## config.mk

```make
export PLATFORM = sky130hd
export DESIGN_NAME = sstf_disk_scheduler
export DESIGN_NICKNAME = d
export VERILOG_FILES = /design/src/rtl/sstf_pkg.sv /design/src/rtl/sstf_store.sv /design/src/rtl/sstf_disk_scheduler.sv
export SDC_FILE = /design/constraint.sdc
export NUM_CORES = 1
export LEC_CHECK = 0
export ABC_AREA = 1
export BUFFER_PORTS_ARGS = -buffer_cell sky130_fd_sc_hd__buf_2
export CELL_PAD_IN_SITES_DETAIL_PLACEMENT = 1
export CELL_PAD_IN_SITES_GLOBAL_PLACEMENT = 2
export CORE_AREA = 2 2 267 269
export DETAILED_ROUTE_END_ITERATION = 10
export DIE_AREA = 0 0 269 271
export GPL_TIMING_DRIVEN = 1
export PLACE_DENSITY_LB_ADDON = 0.1
export SLEW_MARGIN = 20
export SYNTH_ARGS = -nofsm -noshare
export SYNTH_HDL_FRONTEND = slang
export SYNTH_SLANG_ARGS = --single-unit
export TNS_END_PERCENT = 20
```

## constraint.sdc

```tcl
create_clock -name aclk -period 6.9 [get_ports aclk]
set_input_delay 1.035 -clock aclk [delete_from_list [all_inputs] [get_ports aclk]]
set_output_delay 1.035 -clock aclk [all_outputs]
set_load 0.05 [all_outputs]
```

## src/rtl/sstf_pkg.sv

```systemverilog
`default_nettype none

package sstf_pkg;

    localparam int POS_W  = 16;
    localparam int SEEK_W = 21;
    localparam logic [SEEK_W-1:0] SEEK_MAX = '1;

    // commands from the sequencer to the request store
    typedef struct packed {
        logic wr_en;
        logic rd_en;
        logic mark;
        logic clear_marks;
    } store_cmd_t;

    // read response, valid in the cycle after rd_en
    typedef struct packed {
        logic valid;
        logic served;
    } store_rsp_t;

endpackage

`default_nettype wire

```

## src/rtl/sstf_store.sv

```systemverilog
`default_nettype none

module sstf_store #(
    parameter int MAX_REQUESTS = 32,
    parameter int TRACK_BITS   = 16,
    parameter int IW           = 5
) (
    input  wire logic                   aclk,
    input  wire logic                   aresetn,
    input  wire sstf_pkg::store_cmd_t   cmd,
    input  wire logic [IW-1:0]          wr_addr,
    input  wire logic [TRACK_BITS-1:0]  wr_data,
    input  wire logic [IW-1:0]          rd_addr,
    input  wire logic [IW-1:0]          mark_addr,
    output sstf_pkg::store_rsp_t        rsp,
    output logic [IW-1:0]               rd_idx,
    output logic [TRACK_BITS-1:0]       rd_data
);
    import sstf_pkg::*;

    logic [TRACK_BITS-1:0]   mem [MAX_REQUESTS];
    logic [MAX_REQUESTS-1:0] served_reg;
    logic                    rd_valid_reg;
    logic                    rd_served_reg;
    logic [IW-1:0]           rd_idx_reg;
    logic [TRACK_BITS-1:0]   rd_data_reg;

    always_ff @(posedge aclk) begin
        if (cmd.wr_en) begin
            mem[wr_addr] <= wr_data;
        end
        if (cmd.rd_en) begin
            rd_data_reg <= mem[rd_addr];
            rd_idx_reg  <= rd_addr;
        end
    end

    always_ff @(posedge aclk) begin
        if (!aresetn) begin
            served_reg    <= '0;
            rd_valid_reg  <= 1'b0;
            rd_served_reg <= 1'b0;
        end else begin
            rd_valid_reg  <= cmd.rd_en;
            rd_served_reg <= served_reg[rd_addr];
            if (cmd.clear_marks) begin
                served_reg <= '0;
            end else begin
                if (cmd.wr_en) begin
                    served_reg[wr_addr] <= 1'b0;
                end
                if (cmd.mark) begin
                    served_reg[mark_addr] <= 1'b1;
                end
            end
        end
    end

    assign rsp.valid  = rd_valid_reg;
    assign rsp.served = rd_served_reg;
    assign rd_idx     = rd_idx_reg;
    assign rd_data    = rd_data_reg;

endmodule

`default_nettype wire

```

## src/rtl/sstf_disk_scheduler.sv

```systemverilog
// Shortest-seek-time-first scheduler.
// Input channel (s_*): kind 0 loads the starting head, kind 1 appends a track
// request to the store (dropped once MAX_REQUESTS are held). s_is_last on a
// request starts a scheduling pass; on a head load it is ignored.
// Output channel (m_*): one transfer for the starting head, then one per
// stored request in service order, with the running seek total; m_last marks
// the final transfer of the pass.
// A pass of N requests runs N picks; each pick scans the request memory
// one entry a cycle through its single read port, then the pick state emits
// the nearest unserved request. s_ready is low for the whole pass.
// Results leave through an output register; a stall on m_ready holds the
// sequencer before the next pick until the register drains.
// Reset clears the served marks, the request count, the head and the seek
// total; request memory contents are not cleared. After a pass the head keeps
// the last served track.
`default_nettype none

module sstf_disk_scheduler #(
    parameter int MAX_REQUESTS = 32,
    parameter int TRACK_BITS   = 16
) (
    input  wire logic        aclk,
    input  wire logic        aresetn,
    input  wire logic        s_valid,
    output logic             s_ready,
    input  wire logic        s_kind,
    input  wire logic [15:0] s_track,
    input  wire logic        s_is_last,
    output logic             m_valid,
    input  wire logic        m_ready,
    output logic [sstf_pkg::POS_W-1:0]  m_position,
    output logic [sstf_pkg::SEEK_W-1:0] m_total_seek,
    output logic             m_last
);
    import sstf_pkg::*;

    localparam int SW    = TRACK_BITS;
    localparam int IW    = (MAX_REQUESTS > 1) ? $clog2(MAX_REQUESTS) : 1;
    localparam int CW    = $clog2(MAX_REQUESTS + 1);
    localparam int SUM_W = ((SEEK_W > SW) ? SEEK_W : SW) + 1;

    localparam logic [1:0] ST_IDLE = 2'd0;
    localparam logic [1:0] ST_HEAD = 2'd1;
    localparam logic [1:0] ST_SCAN = 2'd2;
    localparam logic [1:0] ST_PICK = 2'd3;

    logic [1:0]        state_reg, state_next;
    logic [CW-1:0]     count_reg, count_next;
    logic [CW-1:0]     served_cnt_reg, served_cnt_next;
    logic [CW-1:0]     scan_addr_reg, scan_addr_next;
    logic [SW-1:0]     head_reg, head_next;
    logic [SEEK_W-1:0] seek_reg, seek_next;
    logic              found_reg, found_next;
    logic [IW-1:0]     best_idx_reg, best_idx_next;
    logic [SW-1:0]     best_track_reg, best_track_next;
    logic [SW-1:0]     best_dist_reg, best_dist_next;

    logic              m_valid_reg, m_valid_next;
    logic [POS_W-1:0]  m_position_reg, m_position_next;
    logic [SEEK_W-1:0] m_total_seek_reg, m_total_seek_next;
    logic              m_last_reg, m_last_next;

    store_cmd_t        cmd;
    store_rsp_t        rsp;
    logic [IW-1:0]     rd_idx;
    logic [SW-1:0]     rd_data;
    logic [SW-1:0]     track_in;
    logic [SW-1:0]     seek_dist;
    logic [SUM_W-1:0]  seek_sum;
    logic [SEEK_W-1:0] seek_sat;
    logic              accept;
    logic              out_free;
    logic              pass_done;

    sstf_store #(
        .MAX_REQUESTS (MAX_REQUESTS),
        .TRACK_BITS   (TRACK_BITS),
        .IW           (IW)
    ) u_store (
        .aclk      (aclk),
        .aresetn   (aresetn),
        .cmd       (cmd),
        .wr_addr   (count_reg[IW-1:0]),
        .wr_data   (track_in),
        .rd_addr   (scan_addr_reg[IW-1:0]),
        .mark_addr (best_idx_reg),
        .rsp       (rsp),
        .rd_idx    (rd_idx),
        .rd_data   (rd_data)
    );

    assign s_ready  = (state_reg == ST_IDLE);
    assign accept   = s_valid && s_ready;
    assign out_free = !m_valid_reg || m_ready;
    assign track_in = SW'(s_track);

    assign seek_dist = (rd_data >= head_reg) ? (rd_data - head_reg) : (head_reg - rd_data);

    assign seek_sum  = SUM_W'(seek_reg) + SUM_W'(best_dist_reg);
    assign seek_sat  = (seek_sum > SUM_W'(SEEK_MAX)) ? SEEK_MAX : SEEK_W'(seek_sum);
    assign pass_done = ((served_cnt_reg + CW'(1)) == count_reg);

    always_comb begin
        state_next        = state_reg;
        count_next        = count_reg;
        served_cnt_next   = served_cnt_reg;
        scan_addr_next    = scan_addr_reg;
        head_next         = head_reg;
        seek_next         = seek_reg;
        found_next        = found_reg;
        best_idx_next     = best_idx_reg;
        best_track_next   = best_track_reg;
        best_dist_next    = best_dist_reg;
        m_valid_next      = m_ready ? 1'b0 : m_valid_reg;
        m_position_next   = m_position_reg;
        m_total_seek_next = m_total_seek_reg;
        m_last_next       = m_last_reg;
        cmd               = '0;

        case (state_reg)
            ST_IDLE: begin
                if (accept) begin
                    if (!s_kind) begin
                        head_next = track_in;
                    end else begin
                        if (count_reg < CW'(MAX_REQUESTS)) begin
                            cmd.wr_en  = 1'b1;
                            count_next = count_reg + CW'(1);
                        end
                        if (s_is_last) begin
                            state_next = ST_HEAD;
                        end
                    end
                end
            end
            ST_HEAD: begin
                if (out_free) begin
                    m_valid_next      = 1'b1;
                    m_position_next   = POS_W'(head_reg);
                    m_total_seek_next = '0;
                    m_last_next       = (count_reg == '0);
                    seek_next         = '0;
                    served_cnt_next   = '0;
                    scan_addr_next    = '0;
                    found_next        = 1'b0;
                    if (count_reg == '0) begin
                        cmd.clear_marks = 1'b1;
                        state_next      = ST_IDLE;
                    end else begin
                        state_next = ST_SCAN;
                    end
                end
            end
            ST_SCAN: begin
                if (scan_addr_reg < count_reg) begin
                    cmd.rd_en      = 1'b1;
                    scan_addr_next = scan_addr_reg + CW'(1);
                end
                // strict compare keeps the lowest index on a tie
                if (rsp.valid && !rsp.served && (!found_reg || seek_dist < best_dist_reg)) begin
                    found_next      = 1'b1;
                    best_idx_next   = rd_idx;
                    best_track_next = rd_data;
                    best_dist_next  = seek_dist;
                end
                if (scan_addr_reg == count_reg && !rsp.valid) begin
                    state_next = ST_PICK;
                end
            end
            ST_PICK: begin
                if (out_free) begin
                    m_valid_next      = 1'b1;
                    m_position_next   = POS_W'(best_track_reg);
                    m_total_seek_next = seek_sat;
                    m_last_next       = pass_done;
                    seek_next         = seek_sat;
                    head_next         = best_track_reg;
                    cmd.mark          = 1'b1;
                    served_cnt_next   = served_cnt_reg + CW'(1);
                    scan_addr_next    = '0;
                    found_next        = 1'b0;
                    if (pass_done) begin
                        cmd.clear_marks = 1'b1;
                        count_next      = '0;
                        state_next      = ST_IDLE;
                    end else begin
                        state_next = ST_SCAN;
                    end
                end
            end
            default: begin
                state_next = ST_IDLE;
            end
        endcase
    end

    always_ff @(posedge aclk) begin
        if (!aresetn) begin
            state_reg      <= ST_IDLE;
            count_reg      <= '0;
            served_cnt_reg <= '0;
            scan_addr_reg  <= '0;
            head_reg       <= '0;
            seek_reg       <= '0;
            found_reg      <= 1'b0;
            m_valid_reg    <= 1'b0;
        end else begin
            state_reg      <= state_next;
            count_reg      <= count_next;
            served_cnt_reg <= served_cnt_next;
            scan_addr_reg  <= scan_addr_next;
            head_reg       <= head_next;
            seek_reg       <= seek_next;
            found_reg      <= found_next;
            m_valid_reg    <= m_valid_next;
        end
    end

    always_ff @(posedge aclk) begin
        best_idx_reg     <= best_idx_next;
        best_track_reg   <= best_track_next;
        best_dist_reg    <= best_dist_next;
        m_position_reg   <= m_position_next;
        m_total_seek_reg <= m_total_seek_next;
        m_last_reg       <= m_last_next;
    end

    assign m_valid      = m_valid_reg;
    assign m_position   = m_position_reg;
    assign m_total_seek = m_total_seek_reg;
    assign m_last       = m_last_reg;

endmodule

`default_nettype wire

```

==> results.txt, run 1 <==
CTS tree: built
Internal Power: 0.00733 W
switching part of the total power: 28.4%
status: finished, final reports clean
vias per cell: 5.62
later-pin clock latency in the skew report: 0.65 ns
Mapped Area: 31200 sq um
Worst path top cell family by delay: buffers and inverters
die footprint: 72900 sq um
largest net degree at the start of global routing: 180
setup repair bufs after CTS: 0
TritonCTS Buffers: 77
post-cts sizing count: 0
Die Y: 271 um
Sink Count: 701
hold path endpoint: best_idx_reg[0]
Worst path depth: 23
static leakage: 12.6 nW
Starting Density: 44.7%
Hold Fails Final Rpt: 0
number of nets in the layout: 3081
Placeable Area: 69800 sq um
syn nets: 3046
max reg flops: 512
crit path launch type: flop
initial antenna violation count: 1
CP Buf/Inv Count: 7
RSZ-0062 raised after global routing: no
count of different cell masters after synthesis: 46
max frequency: 231 MHz
Gate power share: 14.6%
# IOs: 62
slowest cell delay on critical path: 0.46 ns
NetSw: 0.00291 W
clock power share: 38.4%
Worst Reg2Reg Path Length in Cells: 23
Crit. End Element: flop
most frequent CP cell: nand2_1
final wirelength: 95600 um
DRC errors left: 0
CTS max path bufs: 3
final core occ: 49.9%
Peak VDD IR: 0.000235 V
hold path start: u_store.rd_idx[0]
Register-to-Register Setup Slack: 2.57 ns
CTS Root Cell: clkbuf_16
# fillers: 7467
Die X: 269 um
Slew @ Worst Pin: 1.11 ns
Hold Path Class: flop to flop
Tot Pwr: 0.0102 W
sequential area share after synthesis: 64.5%
final-report max-slew violation count: 0
Avg WL per Cell: 24.0 um
WP data required: 7.15 ns
reg2reg start: u_store.rd_data[0]
Routed Antenna Nets: 0
number of register bits inferred by synthesis: 701
DR pass1 iterations: 5
total track usage: 26.4%
gr ovfl total: 0
layout cells sized above 1: 8.97%
Worst EP arrival: 4.59 ns
Mapped Cells: 2947
CTS Hold Bufs: 0
FF+latch area: 20100 sq um
Setup violations, final: 0
r2r endpoint: best_idx_reg[3]
first-pass GRT wire length: 144000 um
Area Overhead vs Synth: 11.8%
period utilization: 62.8%
Placement Rows: 97
Maximum Capacitance Violations: 0
Fin Hold WS: 0.417 ns
hold path cells: 0
Syn. warnings: 0
pre-CTS setup slack: 2.52 ns
PortBufs: 61
PD cells: 294 nW/um^2
# H-tree levels: 3
crit-path cells: inv_1 > ha_1 > inv_1 > fa_1 > nand2_1 > nand2_1 > inv_1 > o21bai_2 > nand2_1 > nand3_2 > inv_2 > nand2_1 > nand2_1 > inv_1 > ha_1 > a21oi_1 > o21ai_0 > a21oi_1 > nand2_1 > nand2_1 > nand2_1 > inv_1 > buf_4
CP max stage cell: buf_4
final RePlAce weighted congestion: 0.826
CP Max Fanout: 37
Reg clk slew, reported paths: 0.06 ns
Fin Setup TNS: 0 ns
clk_skew: 0.0413 ns
Reg power frac: 47.0%
average cell area after synthesis: 10.6 sq um
DP Wirelength: 59100 um
Tmin final: 4.33 ns
Initial DRC Count: 1841
Slew headroom: 25.9%
setup slack after layout: 2.57 ns
multi-input logic area: 9560 sq um
vias after detailed routing: 22400
vias in the first global route: 23600
Setup Crit Path Kind: flop to flop
[through the flow]
step / instances / instance area (sq um)
final: 3985 / 34800
after global routing: 3984 / 34800
after CTS: 3984 / 34800
after floorplan: 2947 / 31200
after global placement: 3843 / 32400
after detailed placement: 3843 / 32400
[logic make-up after synthesis]
group	Yosys count	share of synthesized area [%]
AND/OR/NAND/NOR	1054	13.7
adder cells (fa/ha/maj)	77	3.16
XOR/XNOR	31	0.871
flip-flops	701	64.5
buffers and inverters	382	4.97
AO/OA/AOI/OAI	702	12.7
[cells in the final DEF (no fill, tap or decap), drive strengths merged, types with 3 or more instances in the layout]
| master | instances |
|---|---|
| o21ai | 387 |
| a21boi | 3 |
| fa | 3 |
| edfxtp | 608 |
| o221ai | 18 |
| nor2 | 443 |
| or2 | 3 |
| ha | 74 |
| dfxtp | 93 |
| nand4 | 24 |
| o211ai | 49 |
| xnor2 | 10 |
| o21bai | 8 |
| nand2 | 446 |
| xor2 | 21 |
| a31oi | 27 |
| o22ai | 78 |
| clkbuf | 100 |
| nand3 | 108 |
| nor3 | 28 |
| buf | 105 |
| a21oi | 125 |
| inv | 234 |
| clkinv | 38 |
[worst max-delay path by stage]
| stage | slack [ns] | endpoint | start |
|---|---|---|---|
| 2_1_floorplan | 3.13 | best_dist_reg[0] | u_store.rd_data[0] |
| 3_3_place_gp | 2.71 | best_track_reg[9] | u_store.rd_data[0] |
| 3_5_place_dp | 2.52 | best_track_reg[9] | u_store.rd_data[0] |
| 4_1_cts | 2.50 | best_dist_reg[2] | u_store.rd_data[0] |
| 5_1_grt | 2.09 | best_dist_reg[2] | u_store.rd_data[0] |
| 6_report | 2.57 | best_idx_reg[3] | u_store.rd_data[0] |
[metal layers]
metal  global-route usage, %  vias up  routed length, um
li1                        -    10400                  -
met1                    34.1    11300              40000
met2                    45.0      553              47700
met3                    3.89      162               4560
met4                    9.72        0               3300
met5                       0        -                  0
[power groups by stage]
stage / clock network [W] / registers (W) / logic, W
CTS: 0.00401 / 0.00481 / 0.00151
global placement: 0 / 0.00489 / 0.00146
finish: 0.00393 / 0.00481 / 0.00150
floorplan: 0 / 0.00501 / 0.000888
detailed placement: 0 / 0.00490 / 0.00150
global route: 0.00416 / 0.00482 / 0.00167
[worst reg2reg max path, cell delays in order, from the launching register on]
cell	delay (ns)
edfxtp_1	0.42
inv_1	0.08
ha_1	0.18
inv_1	0.06
fa_1	0.41
nand2_1	0.09
nand2_1	0.09
inv_1	0.13
o21bai_2	0.09
nand2_1	0.08
nand3_2	0.29
inv_2	0.32
nand2_1	0.09
nand2_1	0.08
inv_1	0.06
ha_1	0.30
a21oi_1	0.15
o21ai_0	0.11
a21oi_1	0.20
nand2_1	0.08
nand2_1	0.06
nand2_1	0.06
inv_1	0.08
buf_4	0.46
[cells in the mapped netlist (all sizes together)]
library cell	count	area, sq um
edfxtp	608	18300
nand2	446	1680
nor2	443	1690
o21ai	387	1940
inv	232	871
a21oi	125	708
nand3	108	571
clkbuf	95	359
dfxtp	93	1860
o22ai	78	488
ha	74	926
buf	54	314
o211ai	49	368
nor3	28	150
a31oi	27	169
nand4	24	150
xor2	21	184
o221ai	18	158
xnor2	10	87.6
o21bai	8	67.6
a21boi	3	22.5
fa	3	60.1
or2	3	18.8
a21o	2	15.0
o31ai	2	15.0
a2111oi	1	8.76
a22oi	1	7.51
and3	1	6.26
clkinv	1	3.75
nor4	1	6.26
o21a	1	7.51
[area by class of cell]
| type | instances | share of cell area, % |
|---|---|---|
| Sequential cell | 701 | 57.8 |
| Multi-Input combinational cell | 1864 | 27.4 |
| Clock buffer | 100 | 5.84 |
| Tap cell | 940 | 3.38 |
| Inverter | 233 | 2.52 |
| Timing Repair Buffer | 105 | 1.97 |
| Clock inverter | 41 | 1.09 |
| Antenna cell | 1 | 0.00718 |
Note: power is estimated with default switching activity, not from simulation.
==> inputs of run 2 (changes only) <==
Settings changed: ABC_AREA 1 to 0, CORE_AREA 2 2 267 269 to 2 2 262 264, DIE_AREA 0 0 269 271 to 0 0 264 266.
Clock period 6.9 ns to 4.3 ns, I/O delays scaled along.
==> results.txt, run 2 <==
layout cells sized above 1: 24.8% (was 8.97%)
largest net degree at the start of global routing: 55 (was 180)
Reg clk slew, reported paths: 0.06 ns (about the same)
hold path cells: 3 (was 0)
static leakage: 11.4 nW (was 12.6 nW)
routed length on met2: 39000 um (was 47700 um)
Placement Rows: 96 (was 97)
TritonCTS Buffers: 77 (unchanged)
sequential area share after synthesis: 66.7% (was 64.5%)
Tmin final: 4.16 ns (was 4.33 ns)
vias per cell: 5.81 (was 5.62)
first-pass GRT wire length: 120000 um (was 144000 um)
final-report max-slew violation count: 0 (unchanged)
Maximum Capacitance Violations: 0 (unchanged)
CP Max Fanout: 13 (was 37)
CTS Hold Bufs: 0 (unchanged)
CTS Root Cell: clkbuf_16 (unchanged)
period utilization: 96.7% (was 62.8%)
Placeable Area: 67700 sq um (was 69800 sq um)
slowest cell delay on critical path: 0.43 ns (was 0.46 ns)
CP max stage cell: edfxtp_1 (was buf_4)
Reg power frac: 49.9% (was 47.0%)
Crit. End Element: flop (unchanged)
Post-synth top flop: edfxtp_1 (unchanged)
Routed Antenna Nets: 0 (unchanged)
ant diodes: 0 (was 1)
Starting Density: 44.5% (was 44.7%)
status: finished, final reports clean (unchanged)
Worst EP arrival: 4.47 ns (was 4.59 ns)
later-pin clock latency in the skew report: 0.63 ns (was 0.65 ns)
r2r endpoint: best_track_reg[8] (was best_idx_reg[3])
switching part of the total power: 24.7% (was 28.4%)
cell types occupying the most area after synthesis: edfxtp_1 61%, mux4_2 13%, dfxtp_1 6.2% (was edfxtp_1 59%, o21ai_0 6.0%, dfxtp_1 6.0%)
most instantiated library cell after synthesis: edfxtp_1 (unchanged)
Slew headroom: 21.9% (was 25.9%)
clock power share: 40.1% (was 38.4%)
Die X: 264 um (was 269 um)
Hold Path Class: primary input to flop (was flop to flop)
max frequency: 241 MHz (was 231 MHz)
Sink Count: 701 (unchanged)
final wirelength: 80100 um (was 95600 um)
Mapped Cells: 1875 (was 2947)
CTS max path bufs: 3 (unchanged)
Slew @ Worst Pin: 1.16 ns (was 1.11 ns)
count of different cell masters after synthesis: 82 (was 46)
Register-to-Register Setup Slack: 0.14 ns (was 2.57 ns)
Hold Fails Final Rpt: 0 (unchanged)
Setup violations, final: 0 (unchanged)
NetSw: 0.00375 W (was 0.00291 W)
pre-CTS setup slack: 0.0499 ns (was 2.52 ns)
CTS tree: built (unchanged)
Finished Cell Area: 34400 sq um (was 34800 sq um)
Mapped Area: 30200 sq um (was 31200 sq um)
die footprint: 70200 sq um (was 72900 sq um)
PD cells: 441 nW/um^2 (was 294 nW/um^2)
gr ovfl total: 0 (unchanged)
# IOs: 62 (unchanged)
Avg WL per Cell: 27.2 um (was 24.0 um)
Post-synth EDFFs: 608 (unchanged)
Die Y: 266 um (was 271 um)
# H-tree levels: 3 (unchanged)
WP data required: 4.61 ns (was 7.15 ns)
metal1 wirelength: 33900 um (was 40000 um)
number of nets in the layout: 2105 (was 3081)
DP Wirelength: 50200 um (was 59100 um)
crit-path cells: ha_2 > a211oi_1 > nor2_1 > o41a_1 > o31ai_1 > mux2i_2 > and3_1 > a2111oi_4 > ha_1 > nor2b_1 > o21ai_0 > o211ai_1 > a21oi_4 > buf_12 > buf_12 (was inv_1 > ha_1 > inv_1 > fa_1 > nand2_1 > nand2_1 > inv_1 > o21bai_2 > nand2_1 > nand3_2 > inv_2 > nand2_1 > nand2_1 > inv_1 > ha_1 > a21oi_1 > o21ai_0 > a21oi_1 > nand2_1 > nand2_1 > nand2_1 > inv_1 > buf_4)
total track usage: 23.2% (was 26.4%)
DRC errors left: 0 (unchanged)
Gate power share: 9.9% (was 14.6%)
Worst Reg2Reg Path Length in Cells: 15 (was 23)
vias after detailed routing: 17100 (was 22400)
area share of the largest cell type after synthesis: 60.5% (was 58.6%)
vias in the first global route: 18200 (was 23600)
most frequent CP cell: buf_12 (was nand2_1)
Peak VDD IR: 0.000415 V (was 0.000235 V)
clk_skew: 0.0305 ns (was 0.0413 ns)
crit path launch type: flop (unchanged)
PortBufs: 61 (unchanged)
final RePlAce weighted congestion: 0.849 (was 0.826)
hold path start: m_ready (was u_store.rd_idx[0])
commonest non-fill, non-tap cell in the layout: edfxtp_1 (unchanged)
Initial DRC Count: 1334 (was 1841)
Internal Power: 0.0114 W (was 0.00733 W)
average cell area after synthesis: 16.1 sq um (was 10.6 sq um)
area leader, netlist: edfxtp_1 (unchanged)
Syn. warnings: 0 (unchanged)
Placed Instance Area: 31900 sq um (was 32400 sq um)
Max Used Layer: met5 (was met4)
initial antenna violation count: 9 (was 1)
async set-or-reset flop fraction in the synthesized netlist: 0% (unchanged)
Area Overhead vs Synth: 14.0% (was 11.8%)
Post-synth top cells: 608 x edfxtp_1, 170 x mux4_2, 129 x nand2_1 (was 608 x edfxtp_1, 442 x nand2_1, 434 x nor2_1)
reg2reg start: u_store.rd_data[4] (was u_store.rd_data[0])
DR pass1 iterations: 5 (unchanged)
setup slack after layout: 0.143 ns (was 2.57 ns)
met3 WL: 4650 um (was 4560 um)
number of register bits inferred by synthesis: 701 (unchanged)
Setup Crit Path Kind: flop to flop (unchanged)
Tot Pwr: 0.0152 W (was 0.0102 W)
max reg flops: 512 (unchanged)
hold path endpoint: m_valid (was best_idx_reg[0])
syn nets: 1974 (was 3046)
most frequent cells in the layout: 608 x edfxtp_1, 170 x mux4_2, 128 x nand2_1, 88 x o21ai_0, 87 x dfxtp_1 (was 608 x edfxtp_1, 442 x nand2_1, 422 x nor2_1, 374 x o21ai_0, 224 x inv_1)
-- run 2: final cells by class --
cell class	instances	area [sq um]
fillers	6465	33300
flip-flops and latches	701	20100
multi-input cells	1007	9510
clock buffers	99	2040
well taps	882	1100
repair buffers	147	1060
clock inverters	40	284
inverters	72	270
-- run 2: what timing repair did --
item,in CTS,in global routing
setup buffers,0,6
endpoints found under the setup margin,0,37
gates resized for setup,0,31
-- run 2: logic make-up after synthesis --
family | share of synthesized area (%)
xor gates and xnor gates | 1.09
and+or+nand+nor | 5.83
AOI/OAI and AO/OA | 6.95
DFF | 66.7
buffers and inverters | 2.48
muxes | 13.7
adders and majority gates | 3.27
-- run 2: per-layer routing --
layer  vias up  track usage (%)
li1       7632                -
met1      8945             31.2
met2       418             38.1
met3       125             4.45
met4        14             8.28
met5         -                0
-- run 2: power groups by stage --
stage	registers (W)	clock network, W	logic (W)
final	0.00758	0.00609	0.00151
after global routing	0.00759	0.00650	0.00165
after CTS	0.00758	0.00625	0.00146
after detailed placement	0.00772	0	0.00146
after global placement	0.00771	0	0.00144
after floorplan	0.00783	0	0.000818
-- run 2: worst max-delay path: cells and delay by family (launching register included) --
| kind | cells | cell delay (ns) |
|---|---|---|
| AOI/OAI and AO/OA | 7 | 1.81 |
| muxes | 1 | 0.16 |
| and+or+nand+nor | 3 | 0.49 |
| DFF | 1 | 0.43 |
| buffers and inverters | 2 | 0.29 |
| adders and majority gates | 2 | 0.67 |
-- run 2: metrics by stage --
stage	hold slack, ns	instances	TNS, ns	utilization, %
4_1_cts	0.304	2940	0	50.5
3_3_place_gp	0.401	2801	0	47.0
2_1_floorplan	0.400	1875	0	-
5_1_grt	0.374	2948	-1.67	50.8
3_5_place_dp	0.406	2801	0	47.0
6_report	0.336	2948	0	50.8
-- run 2: worst max-delay path by stage --
stage                         end               start
6_report        best_track_reg[8]  u_store.rd_data[4]
4_1_cts         best_track_reg[8]  u_store.rd_data[0]
2_1_floorplan    best_dist_reg[0]  u_store.rd_data[9]
3_5_place_dp   best_track_reg[13]  u_store.rd_data[0]
5_1_grt         best_track_reg[8]         head_reg[4]
3_3_place_gp    best_track_reg[8]  u_store.rd_data[0]
==> inputs of run 3 (changes only) <==
Settings changed: CORE_AREA 2 2 262 264 to 2 2 261 263, DIE_AREA 0 0 264 266 to 0 0 263 265, SYNTH_HIERARCHICAL from default to 1.
==> results.txt, run 3 <==
# H-tree levels: 3 (unchanged)
async set-or-reset flop fraction in the synthesized netlist: 0% (unchanged)
gr ovfl total: 0 (unchanged)
Slew headroom: 29.7% (was 21.9%)
Placeable Area: 66800 sq um (was 67700 sq um)
# IOs: 62 (unchanged)
Slew @ Worst Pin: 1.05 ns (was 1.16 ns)
Post-synth top cells: 608 x edfxtp_1, 182 x nand2_1, 166 x mux4_2 (was 608 x edfxtp_1, 170 x mux4_2, 129 x nand2_1)
average cell area after synthesis: 15.9 sq um (was 16.1 sq um)
Mapped Area: 29900 sq um (was 30200 sq um)
number of nets in the layout: 2131 (was 2105)
ant diodes: 0 (unchanged)
Die X: 263 um (was 264 um)
Hold Fails Final Rpt: 0 (unchanged)
Avg WL per Cell: 26.8 um (was 27.2 um)
area share of the largest cell type after synthesis: 61.0% (was 60.5%)
TritonCTS Buffers: 77 (unchanged)
pre-CTS setup slack: -0.0241 ns (was 0.0499 ns)
Crit. End Element: flop (unchanged)
initial antenna violation count: 5 (was 9)
max reg flops: 512 (unchanged)
Sink Count: 701 (unchanged)
PortBufs: 61 (unchanged)
CP Max Fanout: 16 (was 13)
Initial DRC Count: 1303 (was 1334)
Setup Crit Path Kind: flop to flop (unchanged)
Tmin final: 4.32 ns (was 4.16 ns)
count of different cell masters after synthesis: 75 (was 82)
Gate power share: 5.5% (was 9.9%)
most frequent cells in the layout: 608 x edfxtp_1, 182 x nand2_1, 166 x mux4_2, 89 x buf_4, 85 x dfxtp_1 (was 608 x edfxtp_1, 170 x mux4_2, 128 x nand2_1, 88 x o21ai_0, 87 x dfxtp_1)
setup slack after layout: -0.0244 ns (was 0.143 ns)
Internal Power: 0.0115 W (was 0.0114 W)
Maximum Capacitance Violations: 0 (unchanged)
switching part of the total power: 22.2% (was 24.7%)
most instantiated library cell after synthesis: edfxtp_1 (unchanged)
Worst EP arrival: 4.65 ns (was 4.47 ns)
# fillers: 6315 (was 6465)
NetSw: 0.00329 W (was 0.00375 W)
failing checks: negative setup slack
static leakage: 11.7 nW (was 11.4 nW)
syn nets: 1985 (was 1974)
CTS Root Cell: clkbuf_16 (unchanged)
Fin Hold WS: 0.385 ns (was 0.336 ns)
WP data required: 4.63 ns (was 4.61 ns)
CTS max path bufs: 3 (unchanged)
first-pass GRT wire length: 119000 um (was 120000 um)
Setup violations, final: 32 (was 0)
Die Y: 265 um (was 266 um)
period utilization: 101% (was 96.7%)
die footprint: 69700 sq um (was 70200 sq um)
Post-synth EDFFs: 608 (unchanged)
vias per cell: 5.77 (was 5.81)
PD cells: 429 nW/um^2 (was 441 nW/um^2)
CTS Hold Bufs: 0 (unchanged)
clock power share: 44.1% (was 40.1%)
number of register bits inferred by synthesis: 701 (unchanged)
vias after detailed routing: 17100 (about the same)
area leader, netlist: edfxtp_1 (unchanged)
DRC errors left: 0 (unchanged)
Routed Antenna Nets: 0 (unchanged)
CTS tree: built (unchanged)
final wirelength: 79400 um (was 80100 um)
Peak VDD IR: 0.000340 V (was 0.000415 V)
DR pass1 iterations: 7 (was 5)
RSZ-0062 raised after global routing: yes
largest net degree at the start of global routing: 66 (was 55)
Hold Path Class: primary input to flop (unchanged)
sequential area share after synthesis: 67.2% (was 66.7%)
Syn. warnings: 6 (was 0)
Reg power frac: 50.4% (was 49.9%)
Reg clk slew, reported paths: 0.06 ns (about the same)
vias in the first global route: 18400 (was 18200)
Mapped Cells: 1888 (was 1875)
Placement Rows: 95 (was 96)
later-pin clock latency in the skew report: 0.64 ns (was 0.63 ns)
final RePlAce weighted congestion: 0.825 (was 0.849)
commonest non-fill, non-tap cell in the layout: edfxtp_1 (unchanged)
crit path launch type: flop (unchanged)
layout cells sized above 1: 24.7% (was 24.8%)
final-report max-slew violation count: 0 (unchanged)
total track usage: 23.2% (about the same)
cell types occupying the most area after synthesis: edfxtp_1 61%, mux4_2 12%, dfxtp_1 6.2% (was edfxtp_1 61%, mux4_2 13%, dfxtp_1 6.2%)
Area Overhead vs Synth: 15.3% (was 14.0%)
Starting Density: 44.8% (was 44.5%)
Post-synth top flop: edfxtp_1 (unchanged)
status: finished, violations left (was finished, final reports clean)
clk_skew: 0.0310 ns (was 0.0305 ns)
max frequency: 231 MHz (was 241 MHz)
DP Wirelength: 49500 um (was 50200 um)
run 3: changes by cell type in the layout (fill, tap and decap cells not counted), moves of 7 or more:
cell,delta
o21ai_0,-16
nand2_1,+54
mux2_2,-13
nand3_1,-12
a211oi_1,-8
o21ai_1,+17
buf_4,+13
nor3_1,-7
bufinv_16,+7
run 3: critical path: stages (launching register included):
cell and delay [ns]:
edfxtp_1 0.45, ha_4 0.28, and3_4 0.18, a211o_1 0.34, a221o_1 0.36, a221o_1 0.39
a211o_1 0.31, a31oi_4 0.20, xnor2_2 0.11, ha_1 0.34, a21oi_2 0.14, nor2b_1 0.05
o21ai_1 0.13, o211a_1 0.19, o21ai_2 0.07, a21oi_4 0.20, buf_12 0.14, buf_12 0.15
run 3: logic make-up after synthesis:
kind of cell / synth area share, %
compound gates: 6.61
flops: 67.2
fa+ha+maj: 3.21
buf+inv: 2.46
mux: 13.1
simple gates: 6.15
xor+xnor: 1.30
run 3: layout make-up:
type / instances / area, sq um / share of cell area, %
Sequential cell: 701 / 20100 / 58.3
Multi-Input combinational cell: 1021 / 9360 / 27.1
Clock buffer: 95 / 2030 / 5.87
Timing Repair Buffer: 161 / 1190 / 3.44
Tap cell: 873 / 1090 / 3.16
Clock inverter: 42 / 445 / 1.29
Inverter: 72 / 270 / 0.783
run 3: worst paths after layout:
check                                         from                  to  slack, ns  depth (start not counted)
worst max-delay path            u_store/rd_data[4]  best_track_reg[13]      -0.02                         17
worst max register to register  u_store/rd_data[4]  best_track_reg[13]      -0.02                         17
worst min register to register   u_store/rd_idx[3]     best_idx_reg[3]       0.42                          0
worst min-delay path                       m_ready             m_valid       0.39                          3
run 3: power groups by stage:
| stage | combinational, W | clock [W] | sequential (W) |
|---|---|---|---|
| finish | 0.000815 | 0.00652 | 0.00747 |
| detailed placement | 0.000773 | 0 | 0.00762 |
| global placement | 0.000755 | 0 | 0.00761 |
| CTS | 0.000784 | 0.00671 | 0.00747 |
| global route | 0.000895 | 0.00693 | 0.00747 |
| floorplan | 0.000415 | 0 | 0.00767 |
run 3: what timing repair did:
| action | in CTS | in global routing |
|---|---|---|
| cloned | 1 | 1 |
| pin swaps | 2 | 8 |
| setup endpoints to repair | 37 | 37 |
| resized for setup | 6 | 21 |
| buffers inserted | 2 | 8 |
run 3: routing by layer:
layer | track usage (%) | wire length (um)
met5 | 0 | 64
met4 | 8.79 | 2700
met3 | 3.59 | 3580
met1 | 30.2 | 33500
met2 | 39.3 | 39600
run 3: stage by stage:
stage	TNS [ns]	total power [W]	cell area (sq um)	utilization [%]	instances
floorplan	0	0.00809	30000	-	1888
global placement	0	0.00837	31800	47.5	2816
detailed placement	-0.589	0.00839	31800	47.5	2816
CTS	-0.129	0.0150	34300	51.4	2956
global route	-5.95	0.0153	34500	51.7	2965
finish	-0.460	0.0148	34500	51.7	2965
